[src/design/psv_pkg.sv]
`timescale 1ns / 1ps
`default_nettype none
// ----------------------------------------------------------------------------
// psv_pkg
// types and constants shared by the producer sequence validator
// ----------------------------------------------------------------------------
package psv_pkg;

	localparam int KEY_W = 32;
	localparam int NUM_W = 63;

	typedef enum logic [2:0] {
		ST_ACCEPTED      = 3'd0,
		ST_DUPLICATE     = 3'd1,
		ST_STALE         = 3'd2,
		ST_BAD_EPOCH_SEQ = 3'd3,
		ST_GAP           = 3'd4,
		ST_CLOSED        = 3'd5,
		ST_FULL          = 3'd6
	} status_t;

	typedef enum logic [1:0] {
		FSM_IDLE,
		FSM_LAUNCH,
		FSM_SCAN
	} fsm_t;

	// lookup token handed from cell to cell
	typedef struct packed {
		logic             vld;
		logic             hit;
		logic             free_seen;
		logic [NUM_W-1:0] epoch;
		logic [NUM_W-1:0] prior_seq;
	} token_t;

	// write-back broadcast to every cell
	typedef struct packed {
		logic             en;
		logic             hit;
		logic [NUM_W-1:0] epoch;
		logic [NUM_W-1:0] seq;
	} wrback_t;

endpackage
`default_nettype wire

[src/design/psv_cell.sv]
`timescale 1ns / 1ps
`default_nettype none
// ----------------------------------------------------------------------------
// psv_cell
// one producer table entry; checks the passing token and takes write-back
// ----------------------------------------------------------------------------
module psv_cell
	import psv_pkg::*;
(
	input  wire logic             clk,
	input  wire logic             arst_n,
	input  wire logic [KEY_W-1:0] key_in,
	input  wire token_t           tok_in,
	input  wire wrback_t          wr,
	output token_t                tok_out
);

	logic             valid_q;
	logic             claim_q;
	logic [KEY_W-1:0] key_q;
	logic [NUM_W-1:0] epoch_q;
	logic [NUM_W-1:0] seq_q;
	token_t           tok_q;
	token_t           tok_d;
	logic             hit_here;
	logic             wr_here;

	assign hit_here = valid_q && (key_q == key_in);
	assign wr_here  = wr.en && (wr.hit ? hit_here : claim_q);

	always_comb begin
		tok_d           = tok_in;
		tok_d.hit       = tok_in.hit | hit_here;
		tok_d.free_seen = tok_in.free_seen | ~valid_q;
		if (!tok_in.hit) begin
			tok_d.epoch     = epoch_q;
			tok_d.prior_seq = seq_q;
		end
	end

	always_ff @(posedge clk or negedge arst_n) begin
		if (!arst_n) begin
			tok_q   <= '0;
			claim_q <= 1'b0;
			valid_q <= 1'b0;
		end else begin
			tok_q <= tok_d;
			// lowest free entry claims a possible insert
			if (tok_in.vld) begin
				claim_q <= ~valid_q & ~tok_in.free_seen;
			end
			if (wr_here) begin
				valid_q <= 1'b1;
			end
		end
	end

	always_ff @(posedge clk) begin
		if (wr_here) begin
			key_q   <= key_in;
			epoch_q <= wr.epoch;
			seq_q   <= wr.seq;
		end
	end

	assign tok_out = tok_q;

endmodule
`default_nettype wire

[src/design/producer_sequence_validator.sv]
`timescale 1ns / 1ps
`default_nettype none
// ----------------------------------------------------------------------------
// producer_sequence_validator
// checks producer writes for epoch and sequence order against a producer table
// ----------------------------------------------------------------------------
// the start transfer is registered, the FSM launches a lookup token that walks the
//   chain of entry cells one cell a cycle, and done is registered from the tail;
//   busy stays up until then, so a new write is taken only after the last is done
// reset: table empty and stream open; results cannot be stalled by the receiver
module producer_sequence_validator
	import psv_pkg::*;
#(
	parameter int TABLE_DEPTH = 16
) (
	input  wire logic             clk,
	input  wire logic             arst_n,
	input  wire logic             start,
	output logic                  busy,
	input  wire logic [KEY_W-1:0] producer_key,
	input  wire logic [NUM_W-1:0] epoch,
	input  wire logic [NUM_W-1:0] seq,
	input  wire logic             commit,
	input  wire logic             close_request,
	output logic                  done,
	output logic [2:0]            status,
	output logic [NUM_W-1:0]      next_seq,
	output logic [NUM_W-1:0]      got_seq,
	output logic [NUM_W-1:0]      stored_epoch,
	output logic [NUM_W-1:0]      prior_seq,
	output logic                  was_closed,
	output logic                  now_closed
);

	fsm_t             state_q;
	fsm_t             state_d;
	logic             accept;
	logic             decide;
	token_t           tok [0:TABLE_DEPTH];
	token_t           tail;
	wrback_t          wr;

	logic [KEY_W-1:0] key_q;
	logic [NUM_W-1:0] epoch_q;
	logic [NUM_W-1:0] seq_q;
	logic             commit_q;
	logic             close_q;

	logic             closed_q;
	logic             closer_valid_q;
	logic [KEY_W-1:0] closer_key_q;
	logic [NUM_W-1:0] closer_epoch_q;
	logic [NUM_W-1:0] closer_seq_q;

	status_t          st_d;
	logic [NUM_W-1:0] exp_d;
	logic [NUM_W-1:0] rcv_d;
	logic [NUM_W-1:0] cur_d;
	logic [NUM_W-1:0] last_d;
	logic [NUM_W-1:0] nxt;
	logic             do_close;

	logic             done_q;
	status_t          status_q;
	logic [NUM_W-1:0] exp_q;
	logic [NUM_W-1:0] rcv_q;
	logic [NUM_W-1:0] cur_q;
	logic [NUM_W-1:0] last_q;
	logic             was_closed_q;
	logic             now_closed_q;

	assign accept = start && !busy;
	assign tail   = tok[TABLE_DEPTH];
	assign decide = (state_q == FSM_SCAN) && tail.vld;

	// next state
	always_comb begin
		state_d = state_q;
		unique case (state_q)
			FSM_IDLE:   if (start) state_d = FSM_LAUNCH;
			FSM_LAUNCH: state_d = FSM_SCAN;
			FSM_SCAN:   if (tail.vld) state_d = FSM_IDLE;
			default:    state_d = FSM_IDLE;
		endcase
	end

	// outputs of the state machine
	always_comb begin
		busy         = 1'b1;
		tok[0]       = '0;
		unique case (state_q)
			FSM_IDLE:   busy = 1'b0;
			FSM_LAUNCH: tok[0].vld = 1'b1;
			FSM_SCAN:   busy = 1'b1;
			default:    busy = 1'b1;
		endcase
	end

	always_ff @(posedge clk or negedge arst_n) begin
		if (!arst_n) begin
			state_q <= FSM_IDLE;
		end else begin
			state_q <= state_d;
		end
	end

	always_ff @(posedge clk) begin
		if (accept) begin
			key_q    <= producer_key;
			epoch_q  <= epoch;
			seq_q    <= seq;
			commit_q <= commit;
			close_q  <= close_request;
		end
	end

	for (genvar i = 0; i < TABLE_DEPTH; i++) begin : g_cell
		psv_cell u_cell (
			.clk    (clk),
			.arst_n (arst_n),
			.key_in (key_q),
			.tok_in (tok[i]),
			.wr     (wr),
			.tok_out(tok[i+1])
		);
	end

	assign nxt = tail.prior_seq + 1'b1;

	always_comb begin
		st_d     = ST_ACCEPTED;
		exp_d    = '0;
		rcv_d    = '0;
		cur_d    = '0;
		last_d   = '0;
		do_close = 1'b0;
		wr.en    = 1'b0;
		wr.hit   = tail.hit;
		wr.epoch = epoch_q;
		wr.seq   = seq_q;
		if (closed_q) begin
			if (closer_valid_q && closer_key_q == key_q && closer_epoch_q == epoch_q &&
			    closer_seq_q == seq_q) begin
				st_d   = ST_DUPLICATE;
				last_d = seq_q;
			end else begin
				st_d = ST_CLOSED;
			end
		end else begin
			if (!tail.hit) begin
				if (seq_q != '0) begin
					st_d  = ST_GAP;
					rcv_d = seq_q;
				end
			end else if (epoch_q < tail.epoch) begin
				st_d  = ST_STALE;
				cur_d = tail.epoch;
			end else if (epoch_q > tail.epoch) begin
				if (seq_q != '0) begin
					st_d = ST_BAD_EPOCH_SEQ;
				end
			end else if (seq_q <= tail.prior_seq) begin
				st_d   = ST_DUPLICATE;
				last_d = tail.prior_seq;
			end else if (seq_q != nxt) begin
				st_d  = ST_GAP;
				exp_d = nxt;
				rcv_d = seq_q;
			end
			if (st_d == ST_ACCEPTED && (commit_q || close_q)) begin
				if (!tail.hit && !tail.free_seen) begin
					st_d = ST_FULL;
				end else begin
					wr.en    = decide;
					do_close = close_q;
				end
			end
		end
	end

	always_ff @(posedge clk or negedge arst_n) begin
		if (!arst_n) begin
			closed_q       <= 1'b0;
			closer_valid_q <= 1'b0;
			closer_key_q   <= '0;
			closer_epoch_q <= '0;
			closer_seq_q   <= '0;
			done_q         <= 1'b0;
		end else begin
			done_q <= decide;
			if (decide && do_close) begin
				closed_q       <= 1'b1;
				closer_valid_q <= 1'b1;
				closer_key_q   <= key_q;
				closer_epoch_q <= epoch_q;
				closer_seq_q   <= seq_q;
			end
		end
	end

	always_ff @(posedge clk) begin
		if (decide) begin
			status_q     <= st_d;
			exp_q        <= exp_d;
			rcv_q        <= rcv_d;
			cur_q        <= cur_d;
			last_q       <= last_d;
			was_closed_q <= closed_q;
			now_closed_q <= closed_q | do_close;
		end
	end

	assign done         = done_q;
	assign status       = status_q;
	assign next_seq     = exp_q;
	assign got_seq      = rcv_q;
	assign stored_epoch = cur_q;
	assign prior_seq    = last_q;
	assign was_closed   = was_closed_q;
	assign now_closed   = now_closed_q;

endmodule
`default_nettype wire

[config.mk]
export PLATFORM = sky130hd
export DESIGN_NAME = producer_sequence_validator
export DESIGN_NICKNAME = d
export VERILOG_FILES = /design/src/design/psv_pkg.sv /design/src/design/psv_cell.sv /design/src/design/producer_sequence_validator.sv
export SDC_FILE = /design/constraint.sdc
export NUM_CORES = 2
export LEC_CHECK = 0
export BUFFER_PORTS_ARGS = -buffer_cell sky130_fd_sc_hd__buf_2
export CAP_MARGIN = 10
export CORE_ASPECT_RATIO = 0.8
export CORE_MARGIN = 5
export CORE_UTILIZATION = 45
export CTS_BUF_LIST = sky130_fd_sc_hd__clkbuf_4
export CTS_CLUSTER_DIAMETER = 120
export DETAILED_ROUTE_END_ITERATION = 16
export PLACE_DENSITY = 0.73
export SYNTH_ARGS = -nofsm -noshare
export SYNTH_HDL_FRONTEND = slang
export SYNTH_SLANG_ARGS = --single-unit
[constraint.sdc]
create_clock -name clk -period 25.3 [get_ports clk]
set_input_delay 2.53 -clock clk [delete_from_list [all_inputs] [get_ports clk]]
set_output_delay 2.53 -clock clk [all_outputs]
set_load 0.02 [all_outputs]
Word level (Yosys, flattened, before mapping):

Index checks and enable logic that the tools add are counted.

* flip-flop bits (word level): 5203
* latch bits: 0
* bits in writable memories: 0
* ROM bits: 0
* output and inout bits: 259
* logic and storage cells: 401
* memories: 0

* add/subtract/negate cells: 1
* $mul: 0
* div/mod/pow operators: 0
* $lt $le $gt $ge: 3
* equal/unequal tests: 24
* shift-type cells: 0
* multiplexer cells: 66
* bitwise logic cells: 80
* reduce and logical (&&, ||, !) cells: 49

Operators with widths (count)
* two-way mux 126 bit: 15
* two-way mux 63 bit: 12
* == test 32 bit: 17
* == test 63 bit: 2
* adder 63 x 1 -> 63 bit (second input constant): 1
* greater-than comparator 63 bit: 1
* <= comparator 63 bit: 1
* less-than comparator 63 bit: 1
* inequality test 63 bit: 1
* nonzero test 63 bit: 1
* logical AND 1 bit: 40
* inverter 1 bit: 34
* two-way mux 3 bit: 11
* OR 1 bit: 31
* two-way mux 1 bit: 24
* AND 1 bit: 15
* two-way mux 2 bit: 3
* one-hot mux 2 bit (3 select lines): 1
* OR reduction 6 bit: 1
* zero test 3 bit: 1
* OR reduction 3 bit: 1
* == test 2 x 1 -> 1 bit (second input constant): 1
* == test 2 bit (second input constant): 1
* zero test 1 bit: 2
* other kinds (5): 5

Depth between registers and ports, before layout:

* depth in word-level cells: 13
* gate-level depth with buffers: 17
* gate-level depth less buffers: 13

By module:

A second synthesis with hierarchy kept.

* cell total of the unflattened synthesis: 10168
* area, all modules: 188839.9 µm²

Modules (own cells, without submodules)
* psv_cell: times used 16, cells each 482, area an instance 9954.5 µm², sequential area each 8022.7 µm²
* producer_sequence_validator: times used 1, cells each 2456, area an instance 29567.1 µm², sequential area each 16575.9 µm²

Worst setup path before layout:

OpenSTA, ideal clock, no wires.

* kind: register to register
* start point: reg state_q[0]
* end point: reg g_cell[4].u_cell.epoch_q[0], enable pin
* arrival: 24.052 ns
* slack: 0.379 ns
* stages on the path, launching flop included: 6
* buffers on the path: 1
* clock period less this slack: 24.921 ns
* path through: dfrtp_1 -> nand2b_1 -> nor2_1 -> o21ai_1 -> clkbuf_1 -> nor3_1

* longest elaborated chain between the ends: 6

RTL lines
* start, declared: line producer_sequence_validator.sv:35 `fsm_t state_q;`
* start signal, assigned: line producer_sequence_validator.sv:103 `state_q <= state_d;`
* == test 2 bit: line producer_sequence_validator.sv:74 `assign decide = (state_q == FSM_SCAN) && tail.vld;`
* logical AND 1 bit: line producer_sequence_validator.sv:74
* named net decide: line producer_sequence_validator.sv:38 `logic decide;`
* two-way mux 1 bit: line producer_sequence_validator.sv:171 `if (!tail.hit && !tail.free_seen) begin`
* two-way mux 1 bit: line producer_sequence_validator.sv:170 `if (st_d == ST_ACCEPTED && (commit_q || close_q)) begin`
* two-way mux 1 bit: line producer_sequence_validator.sv:141 `if (closed_q) begin`
* logical AND 1 bit: line psv_cell.sv:29 `assign wr_here = wr.en && (wr.hit ? hit_here : claim_q);`
* named net g_cell[4].u_cell.wr_here: line psv_cell.sv:26 `logic wr_here;`
* end signal, assigned: line psv_cell.sv:61 `epoch_q <= wr.epoch;`
* end, declared: line psv_cell.sv:21 `logic [NUM_W-1:0] epoch_q;`

The timed path passes the listed nets, and every way through them passes these cells.
A chain may end at the register's enable or synchronous reset.

Worst setup path after layout:

* start point: reg g_cell[15].u_cell.tok_q (netlist bit g_cell[15].u_cell.tok_out[2])
* end point: reg closer_seq_q[31]

* longest elaborated chain between the ends: 13
* elaborated cells on any way between the ends: 14

RTL lines
* start, declared: line psv_cell.sv:23 `token_t tok_q;`
* start signal, assigned: line psv_cell.sv:47 `tok_q <= tok_d;`
* adder 63 x 1 -> 63 bit: line producer_sequence_validator.sv:128 `assign nxt = tail.prior_seq + 1'b1;`
* inequality test 63 bit: line producer_sequence_validator.sv:165 `end else if (seq_q != nxt) begin`
* two-way mux 3 bit: line producer_sequence_validator.sv:165
* two-way mux 3 bit *: line producer_sequence_validator.sv:162 `end else if (seq_q <= tail.prior_seq) begin`
* two-way mux 3 bit *: line producer_sequence_validator.sv:158 `end else if (epoch_q > tail.epoch) begin`
* two-way mux 3 bit *: line producer_sequence_validator.sv:155 `end else if (epoch_q < tail.epoch) begin`
* two-way mux 3 bit *: line producer_sequence_validator.sv:150 `if (!tail.hit) begin`
* two-way mux 3 bit *: line producer_sequence_validator.sv:141
* zero test 3 bit *: line producer_sequence_validator.sv:170
* logical AND 1 bit *: line producer_sequence_validator.sv:170
* two-way mux 1 bit *: line producer_sequence_validator.sv:170
* two-way mux 1 bit *: line producer_sequence_validator.sv:141
* logical AND 1 bit *: line producer_sequence_validator.sv:191 `if (decide && do_close) begin`
* end signal, assigned: line producer_sequence_validator.sv:196 `closer_seq_q <= seq_q;`
* end, declared: line producer_sequence_validator.sv:53 `logic [NUM_W-1:0] closer_seq_q;`

Mark *: on every way between the ends. The rest lies on a longest branch, timed or not. The select of a mux whose other input is x is not followed.

==> impl_metrics.json <==
{
  "status": "complete, no violations",
  "synth.distinct_cells": 81,
  "async_flop_share_pct": 43.4,
  "clkTransAtPathRegs_ps": 70,
  "initial_core_util_pct": 45.1,
  "viasPerCell": 5.39,
  "layout_min_cycle_time_ps": 8270,
  "ctsHtreeMaxLevel": 7,
  "placed_cells": 15800,
  "cap_viol_max_count": 0,
  "reg2regPathDepth": 13,
  "power.density_nw_per_um2": 81.7,
  "final_cells": 18100,
  "holdWs_ps": 293,
  "r2r_start": "g_cell[15].u_cell.tok_out[2]",
  "antenna_found_initial": 47,
  "fp.dieH_um": 586,
  "syn-cell-area_sq_um": 186000,
  "tightest_slew_ps": 1220,
  "report.final.slew_viol_count": 0,
  "finalHoldViolations": 0,
  "hp-start": "g_cell[0].u_cell.epoch_q[53]",
  "io-pin-count": 422,
  "gr-usage-all-layers_pct": 23.3,
  "core-area_sq_um": 413000,
  "hold-path-endpoint": "g_cell[0].u_cell.tok_out[116]",
  "multi_input_area_sq_um": 38900,
  "yosysSeqAreaShare_pct": 77.8,
  "port-buffer-count": 421,
  "cts-root-buf": "clkbuf_4",
  "finalCritPeriodShare_pct": 32.7,
  "drc_errors": 0,
  "grt_overflow": 0,
  "synth-edff-count": 2945,
  "synth_top_flop_cell": "edfxtp_1",
  "rows": 211,
  "hold_buffers": 0,
  "drive_gt1_share_pct": 38.3,
  "grt_pass1_wl_um": 716000,
  "setup_violations": 0,
  "r2r_slack_ps": 17030,
  "nets": 11900,
  "ctsResizeCount": 0,
  "initialDrtViolationCount": 9117,
  "wire_per_inst_um": 27.2,
  "syn-num-nets": 10300,
  "fmax_mhz": 121,
  "die_w_um": 729,
  "fin_skew_ps": 192,
  "cts_inserted_buffers": 1290,
  "synth.avg_cell_area_sq_um": 18.7,
  "worstHoldPathCells": 0,
  "irDropWorstVdd_v": 0.0000633,
  "clkSinkCount": 5203,
  "nFillCells": 32700,
  "grt_setup_unrepaired": "no",
  "required_ps": 26780,
  "grt_max_degree": 186,
  "postCtsSetupBuffers": 0,
  "dp_hpwl_um": 296000,
  "arrival_ps": 9750,
  "path_class": "reg -> reg",
  "cp_max_fo": 70,
  "clk_latency_ps": 1730,
  "grt_pass1_vias": 105000,
  "yosysWarnings": 0,
  "ys_seq_elements": 5203,
  "cp-end-kind": "register",
  "postRouteAntennaNets": 0,
  "gp_congestion": 0.909,
  "syn_inst": 9978,
  "start_kind": "register",
  "worstReg2RegEnd": "closer_seq_q[31]",
  "clockBufferDepth": 5,
  "cts_tree": "yes",
  "dr.pass1.iters": 6,
  "setup_tns_ps": 0,
  "cellLeakagePower_nw": 80.4,
  "slew_headroom_pct": 18.6,
  "dieArea_sq_um": 427000,
  "drt-total-wl_um": 494000,
  "num_vias": 97800,
  "register_area_sq_um": 145000,
  "hp-class": "reg -> reg",
  "syn2layout_area_growth_pct": 14.3
}
## placed cells by master, fill, tap and decap left out, drive strengths merged, types with 6 or more instances in the layout
cell type / count
buf: 720
dfrtp: 2258
o31ai: 17
or3: 11
mux2: 2027
nor4: 99
bufinv: 17
and2: 130
clkbuf: 1994
nand4: 211
and4: 23
or4: 7
a221oi: 34
diode: 41
o22ai: 44
xor2: 96
a21oi: 53
a31oi: 10
nand2: 48
a21o: 48
nand2b: 18
edfxtp: 2945
nand3: 62
nor2: 127
o211ai: 11
or2: 20
a211oi: 6
o21ai: 33
ha: 127
mux2i: 54
inv: 285
clkinv: 217
nor3: 54
a22o: 64
xnor2: 609
nor2b: 7
and3: 7
o21a: 7
## worst max-delay path, cell delays in order (launching register included)
cell and delay (ps):
dfrtp_1 520, nand4_1 600, nor4_4 560, nand3_1 520, or3_1 530, a21oi_1 260
nand3_1 140, nor4_1 810, nand4_1 460, o211ai_2 620, and4_4 730, buf_4 830
buf_4 960, mux2_2 420
## logic make-up (layout without fill, tap and decap cells)
| logic type | count (synthesis) | count (layout) | synth area share, % |
|---|---|---|---|
| AOI/OAI and AO/OA | 367 | 367 | 1.43 |
| xor gates and xnor gates | 708 | 708 | 3.35 |
| adders and majority gates | 127 | 127 | 0.853 |
| buffers and inverters | 655 | 3236 | 1.42 |
| DFF | 5203 | 5203 | 77.8 |
| muxes | 2081 | 2081 | 12.5 |
| other | 0 | 41 | 0 |
| and+or+nand+nor | 837 | 837 | 2.61 |
## Yosys cell counts, drive strengths merged (4+ instances only)
cell type / count / area share, %
o22ai: 44 / 0.15
and2: 130 / 0.44
xnor2: 609 / 2.9
nor4b: 4 / 0.022
o21ai: 33 / 0.089
nor2b: 7 / 0.024
mux2: 2027 / 12
a2111oi: 4 / 0.019
o21a: 7 / 0.028
a22oi: 5 / 0.020
edfxtp: 2945 / 47
o211ai: 11 / 0.047
a21o: 48 / 0.19
o31ai: 17 / 0.069
or4: 7 / 0.028
and4: 23 / 0.11
nor3: 54 / 0.15
or2: 20 / 0.067
nor4: 99 / 0.36
inv: 268 / 0.54
nand4: 211 / 0.73
and3: 7 / 0.024
nand3: 62 / 0.17
a211oi: 6 / 0.024
dfrtp: 2258 / 30
or3: 11 / 0.037
nand2: 48 / 0.097
a22o: 64 / 0.30
a21oi: 53 / 0.14
a31oi: 10 / 0.034
ha: 127 / 0.85
nand2b: 18 / 0.060
nor2: 127 / 0.26
xor2: 96 / 0.45
a221oi: 34 / 0.16
clkbuf: 342 / 0.69
buf: 45 / 0.19
mux2i: 54 / 0.29
## stage by stage
| stage | setup WS (ps) | util (%) | power, mW | area (sq um) |
|---|---|---|---|---|
| CTS | 17360 | 51.6 | 17.6 | 213000 |
| floorplan | 379 | - | 9.96 | 186000 |
| detailed placement | 17160 | 47.6 | 10.6 | 196000 |
| global route | 16900 | 51.6 | 18.1 | 213000 |
| global placement | 17300 | 47.6 | 10.6 | 196000 |
| finish | 17030 | 51.6 | 17.4 | 213000 |
## final cells by class
class	instances	area share (%)
timing repair buffer	720	2.13
antenna	41	0.0482
sequential	5203	68.1
multi-input combinational	4120	18.3
tap	5538	3.26
inverter	268	0.473
clock buffer	1994	7.03
clock inverter	254	0.679
## sequential cells by signal, indices dropped and copies added, names as in the netlist, 512 cells and up
register               cells
g_cell.u_cell.tok_out   2064
g_cell.u_cell.seq_q     1008
g_cell.u_cell.epoch_q   1008
g_cell.u_cell.key_q      512
## metal layers
layer,share of wire [%],vias to the layer above,GRT usage [%]
met3,7.3,775,5.41
met4,3.6,8,10.2
li1,-,40900,-
met1,43,52000,32.8
met5,0.010,-,0
met2,46,4061,34.8
## power by group
group	switching [mW]	internal [mW]
combinational	0.846	0.247
sequential	0.103	9.23
clock	3.21	3.75
## how the worst max path moves through the flow
| stage | end | cells after the start | start |
|---|---|---|---|
| finish | closer_seq_q[31] | 13 | g_cell[15].u_cell.tok_out[2] |
| global route | closer_seq_q[9] | 13 | g_cell[15].u_cell.tok_out[2] |
| CTS | closer_seq_q[31] | 13 | g_cell[15].u_cell.tok_out[2] |
| detailed placement | g_cell[7].u_cell.tok_out[114] | 7 | arst_n |
| global placement | g_cell[15].u_cell.tok_out[100] | 7 | arst_n |
| floorplan | g_cell[4].u_cell.epoch_q[0] | 5 | state_q[0] |
(Power assumes the default switching activity.)
